### src/rtl/khmc_pkg.sv
package khmc_pkg;

  typedef enum logic [2:0] {
    OP_SAMPLE = 3'd0,
    OP_BUTTON = 3'd1,
    OP_BOIL   = 3'd2,
    OP_HOLD   = 3'd3,
    OP_OFF    = 3'd4
  } opcode_e;

  typedef enum logic [1:0] {
    MODE_OFF  = 2'd0,
    MODE_BOIL = 2'd1,
    MODE_HOLD = 2'd2
  } mode_e;

  typedef enum logic [3:0] {
    ST_NONE       = 4'd0,
    ST_BOIL_SET   = 4'd1,
    ST_HOLD_SET   = 4'd2,
    ST_OFF        = 4'd3,
    ST_BOIL_REJ   = 4'd4,
    ST_HOLD_ABOVE = 4'd5,
    ST_BAD_BOIL   = 4'd6,
    ST_BAD_HOLD   = 4'd7,
    ST_BOIL_DONE  = 4'd8
  } status_e;

  typedef enum logic [1:0] {
    REG_SHORT_PRESS = 2'd0,
    REG_HYSTERESIS  = 2'd1,
    REG_BOIL_PRESET = 2'd2,
    REG_HOLD_PRESET = 2'd3
  } reg_idx_e;

  localparam int unsigned InTdataW  = 40;
  localparam int unsigned InTuserW  = 3;
  localparam int unsigned OutTdataW = 24;
  localparam int unsigned CfgDataW  = 16;

  localparam logic [15:0] ShortPressReset = 16'd500;
  localparam logic [6:0]  HysteresisReset = 7'd10;
  localparam logic [6:0]  BoilPresetReset = 7'd100;
  localparam logic [6:0]  HoldPresetReset = 7'd80;
  localparam logic [7:0]  BoilTargetReset = 8'd100;
  localparam logic [7:0]  HoldTargetReset = 8'd80;
  localparam logic [7:0]  TargetMin       = 8'd1;
  localparam logic [7:0]  TargetMax       = 8'd100;
  localparam logic [6:0]  TempMax         = 7'd127;
  // adc_sum / 80 is (adc_sum >> 4) / 5, and x / 5 is (x * 205) >> 10 for x below 1024.
  localparam logic [7:0]  DivFiveRecip    = 8'd205;

  typedef struct packed {
    logic [15:0] short_press_limit_ms;
    logic [6:0]  hysteresis_degrees;
    logic [6:0]  boil_preset;
    logic [6:0]  hold_preset;
  } cfg_t;

  typedef struct packed {
    logic [2:0]  opcode;
    logic [13:0] adc_sum;
    logic [15:0] hold_ms;
    logic [7:0]  setpoint;
  } item_t;

  typedef struct packed {
    mode_e       mode;
    logic        heater;
    logic [6:0]  temp;
    logic [7:0]  boil_target;
    logic [7:0]  hold_target;
  } state_t;

  typedef struct packed {
    logic        heater_on;
    mode_e       mode;
    status_e     status;
    logic [6:0]  temperature;
    logic [7:0]  active_setpoint;
  } result_t;

endpackage

### src/rtl/khmc_cfg_regs.sv
module khmc_cfg_regs (
  input  logic                     clk_i,
  input  logic                     rst_ni,
  input  logic                     cfg_valid_i,
  input  khmc_pkg::reg_idx_e       cfg_index_i,
  input  logic [khmc_pkg::CfgDataW-1:0] cfg_data_i,
  output khmc_pkg::cfg_t           cfg_o
);
  import khmc_pkg::*;

  cfg_t cfg_q, cfg_d;

  always_comb begin
    cfg_d = cfg_q;
    if (cfg_valid_i) begin
      unique case (cfg_index_i)
        REG_SHORT_PRESS: cfg_d.short_press_limit_ms = cfg_data_i[15:0];
        REG_HYSTERESIS:  cfg_d.hysteresis_degrees   = cfg_data_i[6:0];
        REG_BOIL_PRESET: cfg_d.boil_preset          = cfg_data_i[6:0];
        REG_HOLD_PRESET: cfg_d.hold_preset          = cfg_data_i[6:0];
      endcase
    end
  end

  always_ff @(posedge clk_i or negedge rst_ni) begin
    if (!rst_ni) begin
      cfg_q.short_press_limit_ms <= ShortPressReset;
      cfg_q.hysteresis_degrees   <= HysteresisReset;
      cfg_q.boil_preset          <= BoilPresetReset;
      cfg_q.hold_preset          <= HoldPresetReset;
    end else begin
      cfg_q <= cfg_d;
    end
  end

  assign cfg_o = cfg_q;

endmodule

### src/rtl/khmc_step.sv
module khmc_step (
  input  khmc_pkg::cfg_t    cfg_i,
  input  khmc_pkg::state_t  state_i,
  input  khmc_pkg::item_t   item_i,
  output khmc_pkg::state_t  state_o,
  output khmc_pkg::result_t result_o
);
  import khmc_pkg::*;

  logic [9:0]  adc_div16;
  logic [17:0] div_prod;
  logic [7:0]  temp_raw;
  logic [6:0]  temp_sat;
  mode_e       btn_mode;
  logic [8:0]  band_low;

  assign adc_div16 = item_i.adc_sum[13:4];
  assign div_prod  = adc_div16 * DivFiveRecip;
  assign temp_raw  = div_prod[17:10];
  assign temp_sat  = (temp_raw > {1'b0, TempMax}) ? TempMax : temp_raw[6:0];

  // Mode chosen by a button release, before the target check runs.
  always_comb begin
    if (item_i.hold_ms < cfg_i.short_press_limit_ms) begin
      if (state_i.mode != MODE_OFF) begin
        btn_mode = MODE_OFF;
      end else if ({1'b0, state_i.temp} < state_i.boil_target) begin
        btn_mode = MODE_BOIL;
      end else begin
        btn_mode = MODE_OFF;
      end
    end else begin
      btn_mode = (state_i.mode == MODE_OFF) ? MODE_HOLD : MODE_OFF;
    end
  end

  always_comb begin
    state_t  n;
    status_e st;
    logic    do_boil_check;
    logic    do_hold_check;
    logic    do_off;

    n             = state_i;
    st            = ST_NONE;
    do_boil_check = 1'b0;
    do_hold_check = 1'b0;
    do_off        = 1'b0;

    unique case (item_i.opcode)
      OP_SAMPLE: n.temp = temp_sat;
      OP_BUTTON: begin
        n.mode = btn_mode;
        unique case (btn_mode)
          MODE_BOIL: begin
            n.boil_target = {1'b0, cfg_i.boil_preset};
            do_boil_check = 1'b1;
          end
          MODE_HOLD: begin
            n.hold_target = {1'b0, cfg_i.hold_preset};
            do_hold_check = 1'b1;
          end
          default: do_off = 1'b1;
        endcase
      end
      OP_BOIL: begin
        n.boil_target = item_i.setpoint;
        do_boil_check = 1'b1;
      end
      OP_HOLD: begin
        n.hold_target = item_i.setpoint;
        do_hold_check = 1'b1;
      end
      OP_OFF:  do_off = 1'b1;
      default: ;
    endcase

    if (do_boil_check) begin
      if (n.boil_target < TargetMin || n.boil_target > TargetMax) begin
        st = ST_BAD_BOIL;
      end else if ({1'b0, n.temp} > n.boil_target) begin
        st = ST_BOIL_REJ;
      end else begin
        n.mode   = MODE_BOIL;
        n.heater = 1'b1;
        st       = ST_BOIL_SET;
      end
    end

    if (do_hold_check) begin
      if (n.hold_target < TargetMin || n.hold_target > TargetMax) begin
        st = ST_BAD_HOLD;
      end else begin
        n.mode = MODE_HOLD;
        if ({1'b0, n.temp} > n.hold_target) begin
          st = ST_HOLD_ABOVE;
        end else begin
          n.heater = 1'b1;
          st       = ST_HOLD_SET;
        end
      end
    end

    if (do_off) begin
      n.mode   = MODE_OFF;
      n.heater = 1'b0;
      st       = ST_OFF;
    end

    // Regulation runs after every event, on the state the event has left.
    if (n.mode == MODE_BOIL) begin
      if ({1'b0, n.temp} >= n.boil_target) begin
        n.mode   = MODE_OFF;
        n.heater = 1'b0;
        st       = ST_BOIL_DONE;
      end
    end else if (n.mode == MODE_HOLD) begin
      if ({1'b0, n.temp} >= n.hold_target) begin
        n.heater = 1'b0;
      end else if (band_low < {1'b0, n.hold_target}) begin
        n.heater = 1'b1;
      end
    end

    state_o                  = n;
    result_o.heater_on       = n.heater;
    result_o.mode            = n.mode;
    result_o.status          = st;
    result_o.temperature     = n.temp;
    unique case (n.mode)
      MODE_BOIL: result_o.active_setpoint = n.boil_target;
      MODE_HOLD: result_o.active_setpoint = n.hold_target;
      default:   result_o.active_setpoint = 8'd0;
    endcase
  end

  // temp + hysteresis below the target is the same as temp below target minus hysteresis.
  // The temperature used here is the one after this item, which only a sample changes.
  assign band_low = {2'b00, ((item_i.opcode == OP_SAMPLE) ? temp_sat : state_i.temp)}
                    + {2'b00, cfg_i.hysteresis_degrees};

endmodule

### src/rtl/kettle_heater_mode_controller_core.sv
// Channel  Direction  Signals                                       Contents
// s_axis   in         s_axis_tvalid/tready, tuser[2:0], tdata[39:0]  one event item
// m_axis   out        m_axis_tvalid/tready, tdata[23:0]              one result item per event
// cfg      in         cfg_valid_i/ready_o, cfg_index_i, cfg_data_i   register writes
//
// Each item passes an input register and a result register. Its result is
// presented on m_axis once it moves from the input register into the result
// register, and one item is accepted per cycle while results are taken. Mode
// and targets update at the edge that loads the result register, so
// back-to-back items see each other's effects. A stalled output holds the
// result register and, once it is full, the input register; reset clears the
// control state and loads the preset values.
module kettle_heater_mode_controller_core (
  input  logic                             clk_i,
  input  logic                             rst_ni,
  // adc_sum[13:0], hold_ms[29:14], setpoint[37:30], zeros above
  input  logic [khmc_pkg::InTdataW-1:0]    s_axis_tdata,
  // opcode[2:0]
  input  logic [khmc_pkg::InTuserW-1:0]    s_axis_tuser,
  input  logic                             s_axis_tvalid,
  output logic                             s_axis_tready,
  // heater_on[0], mode[2:1], status[6:3], temperature[13:7], active_setpoint[21:14], zeros above
  output logic [khmc_pkg::OutTdataW-1:0]   m_axis_tdata,
  output logic                             m_axis_tvalid,
  input  logic                             m_axis_tready,
  input  logic                             cfg_valid_i,
  output logic                             cfg_ready_o,
  input  logic [1:0]                       cfg_index_i,
  input  logic [khmc_pkg::CfgDataW-1:0]    cfg_data_i
);
  import khmc_pkg::*;

  cfg_t    cfg;
  item_t   in_q;
  logic    in_valid_q;
  result_t out_q, out_d;
  logic    out_valid_q;
  state_t  state_q, state_d;
  logic    advance;

  assign cfg_ready_o = 1'b1;

  khmc_cfg_regs u_cfg (
    .clk_i       (clk_i),
    .rst_ni      (rst_ni),
    .cfg_valid_i (cfg_valid_i),
    .cfg_index_i (reg_idx_e'(cfg_index_i)),
    .cfg_data_i  (cfg_data_i),
    .cfg_o       (cfg)
  );

  khmc_step u_step (
    .cfg_i    (cfg),
    .state_i  (state_q),
    .item_i   (in_q),
    .state_o  (state_d),
    .result_o (out_d)
  );

  assign advance       = !out_valid_q || m_axis_tready;
  assign s_axis_tready = !in_valid_q || advance;

  always_ff @(posedge clk_i or negedge rst_ni) begin
    if (!rst_ni) begin
      in_valid_q  <= 1'b0;
      out_valid_q <= 1'b0;
      state_q.mode        <= MODE_OFF;
      state_q.heater      <= 1'b0;
      state_q.temp        <= 7'd0;
      state_q.boil_target <= BoilTargetReset;
      state_q.hold_target <= HoldTargetReset;
    end else begin
      if (s_axis_tready) begin
        in_valid_q <= s_axis_tvalid;
      end
      if (advance) begin
        out_valid_q <= in_valid_q;
        if (in_valid_q) begin
          state_q <= state_d;
        end
      end
    end
  end

  always_ff @(posedge clk_i) begin
    if (s_axis_tready && s_axis_tvalid) begin
      in_q.opcode   <= s_axis_tuser;
      in_q.adc_sum  <= s_axis_tdata[13:0];
      in_q.hold_ms  <= s_axis_tdata[29:14];
      in_q.setpoint <= s_axis_tdata[37:30];
    end
    if (advance && in_valid_q) begin
      out_q <= out_d;
    end
  end

  assign m_axis_tvalid = out_valid_q;
  assign m_axis_tdata  = {2'b00, out_q.active_setpoint, out_q.temperature, out_q.status,
                          out_q.mode, out_q.heater_on};

endmodule

### config.mk
export PLATFORM = sky130hd
export DESIGN_NAME = kettle_heater_mode_controller_core
export DESIGN_NICKNAME = d
export VERILOG_FILES = /design/src/rtl/khmc_pkg.sv /design/src/rtl/khmc_cfg_regs.sv /design/src/rtl/khmc_step.sv /design/src/rtl/kettle_heater_mode_controller_core.sv
export SDC_FILE = /design/constraint.sdc
export NUM_CORES = 1
export LEC_CHECK = 0
export CAP_MARGIN = 40
export CORE_MARGIN = 2
export CORE_UTILIZATION = 65
export CTS_CLUSTER_SIZE = 10
export DETAILED_ROUTE_END_ITERATION = 10
export DONT_BUFFER_PORTS = 1
export HOLD_SLACK_MARGIN = 0.05
export PLACE_DENSITY = 0.81
export SLEW_MARGIN = 20
export SYNTH_ARGS = -nofsm -noshare
export SYNTH_HDL_FRONTEND = slang
export SYNTH_HIERARCHICAL = 1
export SYNTH_SLANG_ARGS = --single-unit
### constraint.sdc
create_clock -name clk_i -period 11.9 [get_ports clk_i]
set_clock_uncertainty 0.05 [all_clocks]
set_input_delay 0 -clock clk_i [delete_from_list [all_inputs] [get_ports clk_i]]
set_output_delay 0 -clock clk_i [all_outputs]
set_load 0.02 [all_outputs]
== Word level (Yosys, flattened, before mapping) ==
Cells that the tools add are included.
Storage, ports and cells
  RAM bits: 0
  memories: 0
  output and inout bits: 27
  memory bits (read-only): 0
  bits in latches: 0
  bits in registers: 128
  input port bits: 66
Operators by class
  multipliers: 1
  multiplexer cells: 40
  reduce and logical (&&, ||, !) cells: 18
  divide/modulo/power cells: 0
  equal/unequal tests: 13
  shift-type cells: 0
  bitwise gates (word level): 0
  $add $sub $neg: 1
  magnitude comparators: 12
Operators by type and width (number)
  8-bit one-hot mux with 2 select lines: 3
  4-bit two-way mux: 7
  3-bit two-way mux: 9
  8-bit by 7-bit > comparator with 1-bit output, second input constant: 3
  10-bit by 8-bit multiplier with 18-bit output, second input constant: 1
  7-bit by 8-bit >= comparator with 1-bit output: 2
  7-bit by 8-bit > comparator with 1-bit output: 2
  16-bit < comparator: 1
  8-bit by 1-bit < comparator with 1-bit output, second input constant: 2
  8-bit two-way mux: 2
  7-bit two-way mux: 2
  2-bit == test, second input constant: 5
  2-bit two-way mux: 5
  2-bit AND reduction: 5
  1-bit two-way mux: 9
  7-bit by 7-bit adder with 8-bit output: 1
  2-bit by 1-bit == test with 1-bit output, second input constant: 4
  7-bit by 8-bit < comparator with 1-bit output: 1
  8-bit < comparator: 1
  3-bit by 2-bit == test with 1-bit output, second input constant: 2
  1-bit one-hot mux with 2 select lines: 3
  2-bit zero test: 2
  1-bit logical OR: 4
  3-bit by 1-bit == test with 1-bit output, second input constant: 1
  6 further kinds: 8

== Longest topological paths before layout ==
  depth in word-level cells: 19
  depth in mapped cells: 34

== By module ==
Netlist, hierarchy kept.
Modules (own cells, without submodules)
  khmc_step: area an instance 3887.5 um^2, times used 1, cells an instance 507
  kettle_heater_mode_controller_core: area an instance 3070.4 um^2, times used 1, cells an instance 131
  khmc_cfg_regs: area an instance 1408.9 um^2, times used 1, cells an instance 79

== Worst setup path after synthesis ==
Ideal clock, no wire load.
  path kind: register to register
  start: reg in_q[34] in the netlist's numbering
  end: reg out_q (netlist bit m_axis_tdata[15]), data pin
  clock period less this slack: 7.219 ns
  data required time: 11.587 ns
  slack: 4.681 ns
  setup time: 0.263 ns
  data arrival time: 6.906 ns
  cell stages (with the launch flop): 32
  cells stage by stage: edfxtp_1 ha_1 inv_1 fa_1 inv_1 fa_1 inv_1 fa_1 inv_1 ha_1 a21oi_1 nand2_1 o221ai_1 o2111ai_1 a21o_1 a21oi_1 xnor2_1 a31oi_1 ha_1 nor2b_1 o21ai_0 a211o_1 a211o_1 nand3_1 or2_2 a221o_1 nor3_4 nor2_1 ha_1 clkbuf_1 a22oi_1 nor2_1
RTL lines
  from (decl): RTL line kettle_heater_mode_controller_core.sv:34  | item_t in_q;
  to (signal assigned): RTL line kettle_heater_mode_controller_core.sv:93  | out_q <= out_d;
  to (decl): RTL line kettle_heater_mode_controller_core.sv:36  | result_t out_q, out_d;

==> impl_metrics.json <==
{
  "cp_max_fo": 8,
  "nets": 965,
  "worstReg2RegEnd": "m_axis_tdata[16]",
  "dp_slack_ns": 3.73,
  "reg2regPathDepth": 30,
  "syn_area_per_cell_um2": 11.6,
  "grt_pass1_wl_um": 31800,
  "regToRegSetupSlack_ns": 3.56,
  "final_common_cell": "ha_1",
  "num_rows": 41,
  "wire_per_inst_um": 20.5,
  "dieArea_mm2": 0.0136,
  "route.vias.total": 5899,
  "drt_iter0_markers": 534,
  "synthCells": 713,
  "chipWidth_um": 117,
  "powerDensity_mw_per_mm2": 229,
  "grt-ovfl-total": 0,
  "fin_ws_ns": 3.56,
  "port-buffer-count": 0,
  "h-tree-depth": 4,
  "io_pins": 93,
  "slew_violations": 0,
  "syn_area_mm2": 0.00825,
  "timing.fmax_ghz": 0.120,
  "clock_path_buffers": 2,
  "layout_common_cells": "ha_1 (104), inv_1 (95), dlygate4sd3_1 (70), edfxtp_1 (59), dfrtp_1 (47)",
  "grt_pass1_vias": 6176,
  "wirelength_um": 19700,
  "finalCritPeriodShare_pct": 70.1,
  "worstSetupEndpointType": "flip-flop",
  "status": "finished, final reports clean",
  "firstDrtPassIters": 5,
  "clk_pin_slew_worst_paths_ns": 0.06,
  "via_per_inst": 6.13,
  "post_cts_buffers": 0,
  "arrival_ns": 8.46,
  "startpoint_type": "flip-flop",
  "cts_sinks": 124,
  "synth_warnings": 6,
  "min_period_ns": 8.34,
  "hold_viol_final": 0,
  "antenna_found_initial": 0,
  "start_util_pct": 65.9,
  "clk_latency_ns": 0.43,
  "slew_headroom_pct": 44.1,
  "layout-drive-gt1-share_pct": 17.2,
  "drc": 0,
  "setup_viol": 0,
  "hold_buffers": 70,
  "ir_worst_vdd_mv": 0.117,
  "slowest_stage": "a31oi_1",
  "rr_startpoint": "in_q[35]",
  "dp_hpwl_um": 12300,
  "cts-root-buf": "clkbuf_16",
  "areaGrowthSynthToFinish_pct": 16.8,
  "tns_ns": 0,
  "slowest_delay_ns": 0.59,
  "cts_tree": "done",
  "leakage_nw": 4.32,
  "worstMarginPinSlew_ns": 0.838,
  "cts_inserted_buffers": 17,
  "drv_cap": 0,
  "die_h_um": 117,
  "worst_hold_slack_ns": 0.0459,
  "ant_nets": 0,
  "cp_data_required_time_ns": 12.01,
  "grt_usage_pct": 31.3,
  "hp-class": "primary input to asynchronous set/reset pin",
  "grt_max_degree": 66,
  "crit_type": "flip-flop to flip-flop",
  "n_antenna_cell": 0,
  "grt_setup_unrepaired": "no",
  "core_area_mm2": 0.0125,
  "cts_resized": 0,
  "routabilityCongestion": 0.938
}
-- worst max-delay path by stage --
stage | start | to | slack [ns]
after floorplan | in_q[34] | m_axis_tdata[15] | 4.68
after CTS | in_q[35] | m_axis_tdata[21] | 3.71
after global placement | in_q[35] | m_axis_tdata[15] | 4.01
after detailed placement | in_q[35] | m_axis_tdata[21] | 3.73
after global routing | in_q[35] | m_axis_tdata[16] | 3.00
final | in_q[35] | m_axis_tdata[16] | 3.56
-- metal layers --
layer,track usage (%),share of wire [%]
met4,14.3,3.2
met5,0,0
met1,38.1,39
met2,53.1,50
met3,7.27,7.1
-- per-stage QoR --
| step | utilization [%] | cell area [µm²] | power (W) | cells |
|---|---|---|---|---|
| detailed placement | 66.3 | 8300 | 0.00162 | 859 |
| global route | 76.9 | 9630 | 0.00235 | 963 |
| finish | 76.9 | 9630 | 0.00220 | 963 |
| CTS | 76.7 | 9600 | 0.00217 | 961 |
| global placement | 66.3 | 8300 | 0.00156 | 859 |
| floorplan | - | 8250 | 0.00142 | 714 |
-- critical path, delay by kind of cell, from the launching register on --
family                     cells  cell delay (ns)
adders and majority gates      7             3.03
AOI/OAI and AO/OA             11             2.94
and+or+nand+nor                7             1.16
DFF                            1             0.45
buffers and inverters          4             0.25
xor gates and xnor gates       1             0.19
-- area by class of cell --
type                    count  area (µm²)
inverters                  95         357
clock buffers              19         443
repair buffers             76         778
fillers                   759        2890
flip-flops and latches    124        3420
multi-input cells         464        4270
clock inverters            13         141
well taps                 172         215
-- power by group --
part | internal (W) | switching (W)
Combinational | 0.000458 | 0.000574
Clock | 0.000314 | 0.000196
Sequential | 0.000570 | 0.0000908
-- flip-flops by register name, indices dropped and copies added (netlist names) --
name and flops:
state_q 26, in_q 37, in_valid_q 1, u_cfg/cfg_o 37, m_axis_tvalid 1, m_axis_tdata 22
Power figures use the tool's default switching activity.
